`src/sv/rsce_pkg.sv`:
```
// ----------------------------------------------------------------------------
// rsce_pkg
// Types and constants shared by the radiotap signal/channel extractor.
// ----------------------------------------------------------------------------
package rsce_pkg;

  localparam int unsigned MAX_FRAME_BYTES_DEF = 65535;

  localparam logic [15:0] DEFAULT_FREQ_RESET = 16'd2412;
  localparam logic [15:0] FIELDS_BASE_RESET  = 16'd8;

  // present bitmap bit positions
  localparam int unsigned PRESENT_TSFT    = 0;
  localparam int unsigned PRESENT_FLAGS   = 1;
  localparam int unsigned PRESENT_RATE    = 2;
  localparam int unsigned PRESENT_CHANNEL = 3;
  localparam int unsigned PRESENT_DBM     = 5;
  localparam int unsigned PRESENT_EXT     = 31;

  // header byte positions
  localparam int unsigned POS_LEN_LO  = 2;
  localparam int unsigned POS_LEN_HI  = 3;
  localparam int unsigned POS_PRES_LO = 4;
  localparam int unsigned POS_PRES_HI = 7;
  localparam int unsigned MIN_FRAME   = 8;

  // skip sizes
  localparam logic [17:0] TSFT_BYTES = 18'd8;
  localparam logic [17:0] CHAN_BYTES = 18'd4;
  localparam logic [17:0] EXT_BYTES  = 18'd4;

  typedef struct packed {
    logic [7:0] data_byte;
    logic       last_byte;
  } in_beat_t;

  typedef struct packed {
    logic signed [7:0] signal_dbm;
    logic              signal_found;
    logic [15:0]       channel_mhz;
    logic              channel_found;
    logic [15:0]       header_length;
    logic [15:0]       payload_length;
    logic              header_overrun;
  } out_beat_t;

endpackage

```
`src/sv/rsce_stream_if.sv`:
```
// ----------------------------------------------------------------------------
// rsce_stream_if
// Valid/ready stream channel carrying one beat of a given payload type.
// ----------------------------------------------------------------------------
interface rsce_stream_if #(
  parameter type payload_t = logic
);
  logic     valid;
  logic     ready;
  payload_t payload;

  modport source (output valid, output payload, input ready);
  modport sink   (input valid, input payload, output ready);
endinterface

```
`src/sv/radiotap_signal_channel_extract_core.sv`:
```
// ----------------------------------------------------------------------------
// radiotap_signal_channel_extract_core
// Streams frame bytes, walks the radiotap present words and picks out the
// channel frequency and dBm antenna signal; one result beat per 8+ byte frame.
// ----------------------------------------------------------------------------
// Path: a frame's last byte sits in the input register, then its result
// beat in the result register. Throughput: one byte beat per cycle while
// the result side is not stalled; the per-byte offset compare sets the cycle.
// Reset: rst (synchronous) empties both registers, clears frame state and
// sets the default frequency to 2412 MHz.
// ----------------------------------------------------------------------------
module radiotap_signal_channel_extract_core import rsce_pkg::*; #(
  parameter int unsigned MAX_FRAME_BYTES = MAX_FRAME_BYTES_DEF
) (
  input  logic                 clk,
  input  logic                 rst,
  input  logic                 cfg_wr_en,
  input  logic [15:0]          cfg_wr_data,
  rsce_stream_if.sink          frame,
  rsce_stream_if.source        result
);

  localparam int unsigned POS_W = $clog2(MAX_FRAME_BYTES + 1);

  logic [15:0]      default_freq;

  // input register
  logic             in_valid;
  in_beat_t         in_beat;

  // frame state
  logic [POS_W-1:0] byte_position, byte_position_next;
  logic [15:0]      hdr_len, hdr_len_next;
  logic [31:0]      first_present, first_present_next;
  logic [15:0]      fields_base, fields_base_next;
  logic             ext_walking, ext_walking_next;
  logic [15:0]      freq_capture, freq_capture_next;
  logic [7:0]       signal_capture, signal_capture_next;
  logic             chan_found, chan_found_next;
  logic             sig_found, sig_found_next;

  // result register
  logic             out_valid;
  out_beat_t        out_beat, out_beat_next;

  logic             step;
  logic             emit;
  logic             take;
  logic [7:0]       b;
  logic [17:0]      pos18, hlen18, base18, o_pre, ch_off, sig_off;
  logic [1:0]       k;
  logic [POS_W:0]   caplen;

  assign step         = in_valid && (!out_valid || result.ready);
  assign frame.ready  = !in_valid || step;
  assign result.valid = out_valid;
  assign result.payload = out_beat;

  assign b      = in_beat.data_byte;
  assign take   = byte_position < POS_W'(MAX_FRAME_BYTES);
  assign pos18  = 18'(byte_position);
  assign hlen18 = 18'(hdr_len);
  assign base18 = 18'(fields_base);
  assign k      = 2'(byte_position - POS_W'(fields_base));

  always_comb begin
    o_pre = base18;
    if (first_present[PRESENT_TSFT]) o_pre = o_pre + TSFT_BYTES;
    o_pre = o_pre + 18'(first_present[PRESENT_FLAGS]) + 18'(first_present[PRESENT_RATE]);
    if (first_present[PRESENT_CHANNEL]) begin
      ch_off  = o_pre + 18'(o_pre[0]);
      sig_off = ch_off + CHAN_BYTES;
    end else begin
      ch_off  = o_pre;
      sig_off = o_pre;
    end
  end

  always_comb begin
    hdr_len_next        = hdr_len;
    first_present_next  = first_present;
    fields_base_next    = fields_base;
    ext_walking_next    = ext_walking;
    freq_capture_next   = freq_capture;
    signal_capture_next = signal_capture;
    chan_found_next     = chan_found;
    sig_found_next      = sig_found;
    byte_position_next  = byte_position;

    if (take) begin
      byte_position_next = byte_position + POS_W'(1);
      priority if (byte_position == POS_W'(POS_LEN_LO)) begin
        hdr_len_next[7:0] = b;
      end else if (byte_position == POS_W'(POS_LEN_HI)) begin
        hdr_len_next[15:8] = b;
      end else if (byte_position >= POS_W'(POS_PRES_LO)
                   && byte_position <= POS_W'(POS_PRES_HI)) begin
        first_present_next[8*(byte_position[1:0]) +: 8] = b;
        if (byte_position == POS_W'(POS_PRES_HI)) begin
          fields_base_next = FIELDS_BASE_RESET;
          ext_walking_next = b[7] && (18'(FIELDS_BASE_RESET) + EXT_BYTES <= hlen18);
        end
      end else if (byte_position < POS_W'(MIN_FRAME)) begin
        // bytes 0 and 1: version and pad
      end else if (ext_walking) begin
        if (k == 2'd3) begin
          fields_base_next = fields_base + 16'd4;
          ext_walking_next = b[7] && (base18 + EXT_BYTES + EXT_BYTES <= hlen18);
        end
      end else begin
        if (first_present[PRESENT_CHANNEL] && (ch_off + 18'd2 <= hlen18)) begin
          if (pos18 == ch_off) freq_capture_next[7:0] = b;
          if (pos18 == ch_off + 18'd1) begin
            freq_capture_next[15:8] = b;
            chan_found_next         = 1'b1;
          end
        end
        if (first_present[PRESENT_DBM] && (sig_off + 18'd1 <= hlen18)
            && pos18 == sig_off) begin
          signal_capture_next = b;
          sig_found_next      = 1'b1;
        end
      end
    end
  end

  assign caplen = (POS_W + 1)'(byte_position_next);
  assign emit   = in_beat.last_byte && (caplen >= (POS_W + 1)'(MIN_FRAME));

  always_comb begin
    out_beat_next.signal_dbm     = sig_found_next ? signed'(signal_capture_next) : 8'sd0;
    out_beat_next.signal_found   = sig_found_next;
    out_beat_next.channel_mhz    = chan_found_next ? freq_capture_next : default_freq;
    out_beat_next.channel_found  = chan_found_next;
    out_beat_next.header_length  = hdr_len_next;
    if (17'(caplen) >= 17'(hdr_len_next)) begin
      out_beat_next.payload_length = 16'(17'(caplen) - 17'(hdr_len_next));
      out_beat_next.header_overrun = 1'b0;
    end else begin
      out_beat_next.payload_length = 16'd0;
      out_beat_next.header_overrun = 1'b1;
    end
  end

  always_ff @(posedge clk) begin
    if (rst) begin
      default_freq <= DEFAULT_FREQ_RESET;
    end else if (cfg_wr_en) begin
      default_freq <= cfg_wr_data;
    end
  end

  always_ff @(posedge clk) begin
    if (frame.valid && frame.ready) begin
      in_beat <= frame.payload;
    end
    if (step && emit) begin
      out_beat <= out_beat_next;
    end
  end

  always_ff @(posedge clk) begin
    if (rst) begin
      in_valid  <= 1'b0;
      out_valid <= 1'b0;
    end else begin
      if (frame.valid && frame.ready) begin
        in_valid <= 1'b1;
      end else if (step) begin
        in_valid <= 1'b0;
      end
      if (step && emit) begin
        out_valid <= 1'b1;
      end else if (result.ready) begin
        out_valid <= 1'b0;
      end
    end
  end

  always_ff @(posedge clk) begin
    if (rst || (step && in_beat.last_byte)) begin
      byte_position  <= '0;
      hdr_len        <= '0;
      first_present  <= '0;
      fields_base    <= FIELDS_BASE_RESET;
      ext_walking    <= 1'b0;
      freq_capture   <= '0;
      signal_capture <= '0;
      chan_found     <= 1'b0;
      sig_found      <= 1'b0;
    end else if (step) begin
      byte_position  <= byte_position_next;
      hdr_len        <= hdr_len_next;
      first_present  <= first_present_next;
      fields_base    <= fields_base_next;
      ext_walking    <= ext_walking_next;
      freq_capture   <= freq_capture_next;
      signal_capture <= signal_capture_next;
      chan_found     <= chan_found_next;
      sig_found      <= sig_found_next;
    end
  end

endmodule

```
`src/flat_wrapper.sv`:
```
// flat-port wrapper written by rule: the top's interface ports become plain ports
module radiotap_signal_channel_extract_core_flat import rsce_pkg::*;
#(
  parameter int unsigned MAX_FRAME_BYTES = MAX_FRAME_BYTES_DEF
)
  (clk, rst, cfg_wr_en, cfg_wr_data, frame_valid, frame_payload, frame_ready, result_valid, result_payload, result_ready);
  rsce_stream_if #(.payload_t(in_beat_t)) frame_i ();
  rsce_stream_if #(.payload_t(out_beat_t)) result_i ();
  input  logic clk;
  input  logic rst;
  input  logic cfg_wr_en;
  input  logic [15:0] cfg_wr_data;
  input wire logic [$bits(frame_i.valid)-1:0] frame_valid;
  input wire logic [$bits(frame_i.payload)-1:0] frame_payload;
  output wire logic [$bits(frame_i.ready)-1:0] frame_ready;
  output wire logic [$bits(result_i.valid)-1:0] result_valid;
  output wire logic [$bits(result_i.payload)-1:0] result_payload;
  input wire logic [$bits(result_i.ready)-1:0] result_ready;
  assign frame_i.valid = frame_valid;
  assign frame_i.payload = frame_payload;
  assign frame_ready = frame_i.ready;
  assign result_valid = result_i.valid;
  assign result_payload = result_i.payload;
  assign result_i.ready = result_ready;
  radiotap_signal_channel_extract_core #(.MAX_FRAME_BYTES(MAX_FRAME_BYTES)) u_core (.clk(clk), .rst(rst), .cfg_wr_en(cfg_wr_en), .cfg_wr_data(cfg_wr_data), .frame(frame_i), .result(result_i));
endmodule
```
`config.mk`:
```
export PLATFORM = sky130hd
export DESIGN_NAME = radiotap_signal_channel_extract_core_flat
export DESIGN_NICKNAME = d
export VERILOG_FILES = /design/src/sv/rsce_pkg.sv /design/src/sv/rsce_stream_if.sv /design/src/sv/radiotap_signal_channel_extract_core.sv /design/src/flat_wrapper.sv
export SDC_FILE = /design/constraint.sdc
export NUM_CORES = 1
export LEC_CHECK = 0
export ABC_AREA = 1
export CAP_MARGIN = 30
export CORE_AREA = 8 8 177 179
export CTS_BUF_LIST = sky130_fd_sc_hd__clkbuf_16
export CTS_CLUSTER_DIAMETER = 100
export DETAILED_ROUTE_END_ITERATION = 8
export DIE_AREA = 0 0 185 187
export DONT_BUFFER_PORTS = 1
export GPL_TIMING_DRIVEN = 0
export PLACE_DENSITY = 0.57
export SKIP_CTS_REPAIR_TIMING = 1
export SYNTH_ARGS = -nofsm -noshare
export SYNTH_HDL_FRONTEND = slang
export SYNTH_SLANG_ARGS = --single-unit
export TNS_END_PERCENT = 5
```
`constraint.sdc`:
```
create_clock -name clk -period 11.3 [get_ports clk]
set_input_delay 1.695 -clock clk [delete_from_list [all_inputs] [get_ports clk]]
set_output_delay 1.695 -clock clk [all_outputs]
set_load 0.005 [all_outputs]
```
Word level (Yosys, flattened, before mapping)
Cells that the tools add are included.
{"block": "op_classes", "bitwise_logic": 2, "eq_ne": 9, "reduce_logical": 23, "shifts": 2, "muxes": 56, "addsub": 15, "n_lt_le_gt_ge": 10}
{"operator": "$mux 16", "n": 15}
{"operator": "$mux 8", "n": 12}
{"operator": "$add 18x1->18", "n": 3}
{"operator": "$eq 16x18->1", "n": 3}
{"operator": "$le 18x16->1", "n": 3}
{"operator": "$add 18x1->18 const B", "n": 2}
{"operator": "$add 18x3->18 const B", "n": 2}
{"operator": "$mux 18", "n": 2}
{"operator": "$neg 5->34", "n": 1}
{"operator": "$shift 8x34->32 const A", "n": 1}
{"operator": "$shiftx 8x34->32", "n": 1}
{"operator": "$bwmux 32", "n": 1}
{"operator": "$eq 16x2->1 const B", "n": 2}
{"operator": "$mux 1", "n": 25}
{"operator": "$add 18x2->18 const B", "n": 1}
{"operator": "$add 16x3->17 const B", "n": 1}
{"operator": "$add 16x4->17 const B", "n": 1}
{"operator": "$mux 17", "n": 1}
{"operator": "$add 16x1->16 const B", "n": 1}
{"operator": "$add 16x3->16 const B", "n": 1}
{"operator": "$eq 16x3->1 const B", "n": 1}
{"operator": "$ge 16x16->1", "n": 1}
{"operator": "$ge 16x3->1 const B", "n": 1}
{"operator": "$ge 16x4->1 const B", "n": 1}
{"operator": "other kinds (17)", "n": 34}
{"block": "totals", "wordCells": 138, "regBits": 193, "out_inout_bits": 61, "input_bits": 30}

Logic depth before layout (Yosys ltp)
{"block": "logic_depth", "word_depth": 18, "mapped_depth": 43, "mapped_depth_nobuf": 43}

Worst setup path after synthesis
Ideal clock, no wire load.
{"block": "synth_timing", "kind": "input to register", "from": "input result_ready", "to": "register u_core.out_beat (netlist bit u_core.result.payload[0]), enable pin", "path_stages": 6, "required_time_ns": 10.822, "slack_ns": 6.129, "n_path_buf": 0, "setup_ns": 0.478, "t_arrival_ns": 4.693, "cell_sequence": "inv_1 > nand2_1 > nand2_1 > inv_2 > nand2_1 > nor2_1"}
{"block": "synth_via", "elab_chain_len": 3}
{"element": "start, declared", "line_no": "flat_wrapper.sv:18", "text": "input wire logic [$bits(result_i.ready)-1:0] result_ready;"}
{"element": "$logic_or 1x1->1", "line_no": "radiotap_signal_channel_extract_core.sv:54", "text": "assign step = in_valid && (!out_valid || result.ready);"}
{"element": "$logic_and 1x1->1", "line_no": "radiotap_signal_channel_extract_core.sv:54"}
{"element": "$logic_and 1x1->1", "line_no": "radiotap_signal_channel_extract_core.sv:157", "text": "if (step && emit) begin"}
{"element": "end signal, assigned", "line_no": "radiotap_signal_channel_extract_core.sv:158", "text": "out_beat <= out_beat_next;"}
{"element": "end, declared", "line_no": "radiotap_signal_channel_extract_core.sv:44", "text": "out_beat_t out_beat, out_beat_next;"}
Every way passes these cells.
A chain may end at the register's enable or synchronous reset.

Final worst setup path
{"block": "layout_timing", "from": "register u_core.first_present[1]", "to": "register u_core.out_beat (netlist bit u_core.result.payload[58]) (data pin)"}
{"block": "layout_via", "elab_chain_len": 16, "word_cells_on_any_way": 24, "classes_between": "add/sub (5); order compare (1); eq/ne (1); mux (15); reduce/logical (2)"}
{"element": "start, declared", "line_no": "radiotap_signal_channel_extract_core.sv:34", "text": "logic [31:0] first_present, first_present_next;"}
{"element": "start signal, assigned", "line_no": "radiotap_signal_channel_extract_core.sv:194", "text": "first_present <= first_present_next;"}
{"element": "$add 18x1->18 * (2 in a row)", "line_no": "radiotap_signal_channel_extract_core.sv:69", "text": "o_pre = o_pre + 18'(first_present[PRESENT_FLAGS]) + 18'(first_present[PRESENT_RATE]);"}
{"element": "$add 18x1->18", "line_no": "radiotap_signal_channel_extract_core.sv:71", "text": "ch_off = o_pre + 18'(o_pre[0]);"}
{"element": "$add 18x3->18", "line_no": "radiotap_signal_channel_extract_core.sv:72", "text": "sig_off = ch_off + CHAN_BYTES;"}
{"element": "$mux 18 *", "line_no": "radiotap_signal_channel_extract_core.sv:70", "text": "if (first_present[PRESENT_CHANNEL]) begin"}
{"element": "$add 18x1->18", "line_no": "radiotap_signal_channel_extract_core.sv:118", "text": "if (first_present[PRESENT_DBM] && (sig_off + 18'd1 <= hlen18)"}
{"element": "$le 18x16->1", "line_no": "radiotap_signal_channel_extract_core.sv:118"}
{"element": "$logic_and 1x1->1", "line_no": "radiotap_signal_channel_extract_core.sv:118"}
{"element": "$logic_and 1x1->1 *", "line_no": "radiotap_signal_channel_extract_core.sv:119", "text": "&& pos18 == sig_off) begin"}
{"element": "$mux 8 or $mux 1 (tied branches)", "line_no": "radiotap_signal_channel_extract_core.sv:118"}
{"element": "$mux 8 or $mux 1 (tied branches)", "line_no": "radiotap_signal_channel_extract_core.sv:105", "text": "end else if (ext_walking) begin"}
{"element": "$mux 8 or $mux 1 (tied branches)", "line_no": "radiotap_signal_channel_extract_core.sv:103", "text": "end else if (byte_position < POS_W'(MIN_FRAME)) begin"}
{"element": "$mux 8 or $mux 1 (tied branches)", "line_no": "radiotap_signal_channel_extract_core.sv:96", "text": "end else if (byte_position >= POS_W'(POS_PRES_LO)"}
{"element": "$mux 8 or $mux 1 (tied branches)", "line_no": "radiotap_signal_channel_extract_core.sv:94", "text": "end else if (byte_position == POS_W'(POS_LEN_HI)) begin"}
{"element": "$mux 8 or $mux 1 (tied branches)", "line_no": "radiotap_signal_channel_extract_core.sv:92", "text": "priority if (byte_position == POS_W'(POS_LEN_LO)) begin"}
{"element": "$mux 8 or $mux 1 (tied branches)", "line_no": "radiotap_signal_channel_extract_core.sv:90", "text": "if (take) begin"}
Mark *: on every way between the ends. The rest lies on a longest branch, timed or not.

==> metrics.yaml <==
status:
  outcome: "complete, no violations"
timing:
  fmax_mhz: 169
  finalCritPeriodShare_pct: 52.5
  fin_tns_setup_ns: 0
  hold_viol: 0
  worst_pin_slew_ns: 0.889
  clock_skew_ns: 0.0228
  setup_viol: 0
  slew_headroom_pct: 40.1
  min_period_ns: 5.93
  rsz0062_at_grt: "no"
  slew_viol_final: 0
power_and_ir_drop:
  leakagePower_uw: 0.00661
  peakVddDrop_uv: 96.5
  powerDensity_nw_per_um2: 113
  finalPower_uw: 1550
floorplanning:
  dieHeight_um: 187
  core_sq_um: 28400
  fp-row-count: 62
  io_pins: 91
  fp.dieW_um: 185
  start_util_pct: 44.6
  fp.dieArea_sq_um: 34600
worst_setup_path:
  critPathBufInv: 5
  crit_path_top_delay_cell: "nor3b_1"
  cp.required_ns: 11.57
  worstPathArrival_ns: 6.20
  path_max_fanout: 10
  start_kind: "flop"
  r2r_cells: 40
  path_common_cell: "nand2_1"
  crit_family: "simple AND/OR/NAND/NOR gates"
  criticalPathCategory: "reg -> reg"
  slowest_delay_ns: 0.38
  path_depth: 40
  critPathCaptureType: "flop"
logic_synthesis:
  syn_area_sq_um: 12700
  syn_nets: 1945
  ys_warn_count: 0
  synth_cells: 1839
  syn_avg_cell_area_sq_um: 6.88
  synth-seq-cells: 164
  ys_seq_area_share_pct: 31.3
  post_synth_num_cell_types: 57
grt:
  globalRouteOverflowTotal: 0
  use_met1_pct: 30.5
  met3_usage_pct: 3.01
  antenna_found_initial: 0
  grt_pass1_vias: 11000
  top_usage_layer: "met2"
  grt_usage_pct: 22.5
  grt_max_degree: 33
  grt_pass1_wl_mm: 61.0
  met2_usage_pct: 37.1
worst_hold_path:
  hold_path.class: "reg -> reg"
  holdPathStages: 2
routing:
  drc: 0
  drt_iter0_markers: 793
  routed_wl_mm: 39.6
  routed_via_density: 5.26
  ant_nets: 0
  vias: 11900
  first_pass_iters: 6
  wire_per_inst_um: 17.6
clocking:
  h-tree-depth: 4
  cts-root-buf: "clkbuf_16"
  numCtsBuffers: 17
  cts.sinks: 164
  tritoncts: "built"
  clkSlewWorstSetupHoldPaths_ns: 0.07
  clockBufferDepth: 2
  insertion_delay_ns: 0.44
final_layout:
  n_fill_cell: 2982
  final_cell_area_sq_um: 13800
  diodes: 0
  area_growth_pct: 8.78
  drive_gt1_share_pct: 9.03
  nets: 1965
placed_design:
  detailed_place_hpwl_mm: 31.6
  portBuffers: 0
  gp_congestion: 0.915
  postPlaceCellArea_sq_um: 13200
run:
  cap_viol_max_count: 0
-- worst paths after layout --
check,from,end,slack [ns]
worst max-delay path,u_core.first_present[1]$_SDFFE_PP0P_,u_core.result.payload[58]$_SDFFCE_PN0P_,5.37
worst min-delay path,u_core.default_freq[3]$_SDFFE_PP1P_,u_core.default_freq[3]$_SDFFE_PP1P_,0.46
worst max register to register,u_core.first_present[1]$_SDFFE_PP0P_,u_core.result.payload[58]$_SDFFCE_PN0P_,5.37
worst min register to register,u_core.default_freq[3]$_SDFFE_PP1P_,u_core.default_freq[3]$_SDFFE_PP1P_,0.46
-- cell usage in the layout (no fill, tap or decap), drive strengths merged, types with 2 or more instances in the layout --
cell type and instances:
and3 2, inv 266, dfxtp 96, nand3 148, a21oi 100, nand3b 5, xnor2 10, ha 75
o211ai 2, nor3 21, o2111ai 2, a21boi 2, edfxtp 68, nand2 502, o21bai 4, a211oi 4
a22oi 12, o21ai 106, a21o 2, buf 14, clkinv 9, or2 15, xor2 69, nor2 218
a31oi 3, nor4 11, clkbuf 51, nand4 48
-- layout make-up --
class                      instances  area, sq um  share of cell area (%)
tap                              384          480                    3.49
multi-input combinational       1368         7500                    54.5
clock buffer                      17          425                    3.09
sequential                       164         3960                    28.8
timing repair buffer               1         20.0                   0.145
clock inverter                    15          178                    1.29
buffer                            47          214                    1.55
inverter                         260          986                    7.16
-- cell usage after synthesis, drive strengths merged --
master / count / share of area (%)
clkinv: 4 / 0.16
edfxtp: 68 / 16
a21oi: 100 / 4.3
o21a: 1 / 0.059
or2: 15 / 0.74
o211ai: 2 / 0.12
buf: 13 / 0.68
nand3: 148 / 6.4
nor4: 11 / 0.54
o21ai: 106 / 4.3
inv: 256 / 7.6
clkbuf: 34 / 1.0
o21bai: 4 / 0.24
nor3b: 1 / 0.059
o22ai: 1 / 0.049
o2111ai: 2 / 0.14
o31ai: 1 / 0.059
and3: 2 / 0.099
xnor2: 10 / 0.69
nor2: 218 / 7.8
ha: 75 / 7.4
a2111oi: 1 / 0.069
a31oi: 3 / 0.15
nand4: 48 / 2.5
xor2: 69 / 4.8
a21o: 2 / 0.12
a211oi: 4 / 0.24
fa: 1 / 0.16
nand3b: 5 / 0.30
dfxtp: 96 / 15
a22oi: 12 / 0.71
nand2: 502 / 16
nor3: 21 / 0.91
a21boi: 2 / 0.12
and2: 1 / 0.049
-- registers in the layout, summed over array words and instances (netlist names) --
signal	count
u_core.b	8
u_core.byte_position	16
u_core.chan_found	1
u_core.default_freq	16
u_core.ext_walking	1
u_core.fields_base	14
u_core.first_present	5
u_core.freq_capture	16
u_core.hdr_len	16
u_core.in_beat	1
u_core.in_valid	1
u_core.result.payload	59
u_core.result.valid	1
u_core.sig_found	1
u_core.signal_capture	8
-- where the power goes --
part / internal (uW) / total, uW / switching, uW
Clock: 303 / 602 / 299
Combinational: 86.9 / 270 / 183
Sequential: 654 / 679 / 24.6
Total: 1040 / 1550 / 507
-- metal layers --
layer	share of wire (%)	vias to the layer above	routed length, um
met3	4.7	40	1850
met4	2.0	0	806
li1	-	6025	-
met5	0	-	0
met1	47	5520	18500
met2	47	283	18500
-- worst register-to-register path: cells and delay by family, from the launching register on --
family | cells | cell delay [ns]
compound gates | 2 | 0.34
buf+inv | 5 | 0.34
flops | 1 | 0.34
simple gates | 29 | 3.68
fa+ha+maj | 4 | 1.05
-- cells by family (layout without fill, tap and decap cells) --
logic type / after synthesis / count (layout) / synth area share [%]
xor gates and xnor gates: 79 / 79 / 5.47
buffers and inverters: 307 / 340 / 9.48
adders and majority gates: 76 / 76 / 7.57
DFF: 164 / 164 / 31.3
and+or+nand+nor: 972 / 972 / 35.4
AOI/OAI and AO/OA: 241 / 241 / 10.7
-- per-stage QoR --
step	utilization, %	worst slack, ns	hold WS, ns	std cells
2_1_floorplan	-	6.13	0.424	1839
3_5_place_dp	46.4	5.44	0.448	2224
3_3_place_gp	46.3	4.05	0.439	2223
4_1_cts	48.5	5.39	0.467	2256
5_1_grt	48.5	4.75	0.483	2256
6_report	48.5	5.37	0.464	2256
Power figures use the tool's default switching activity.
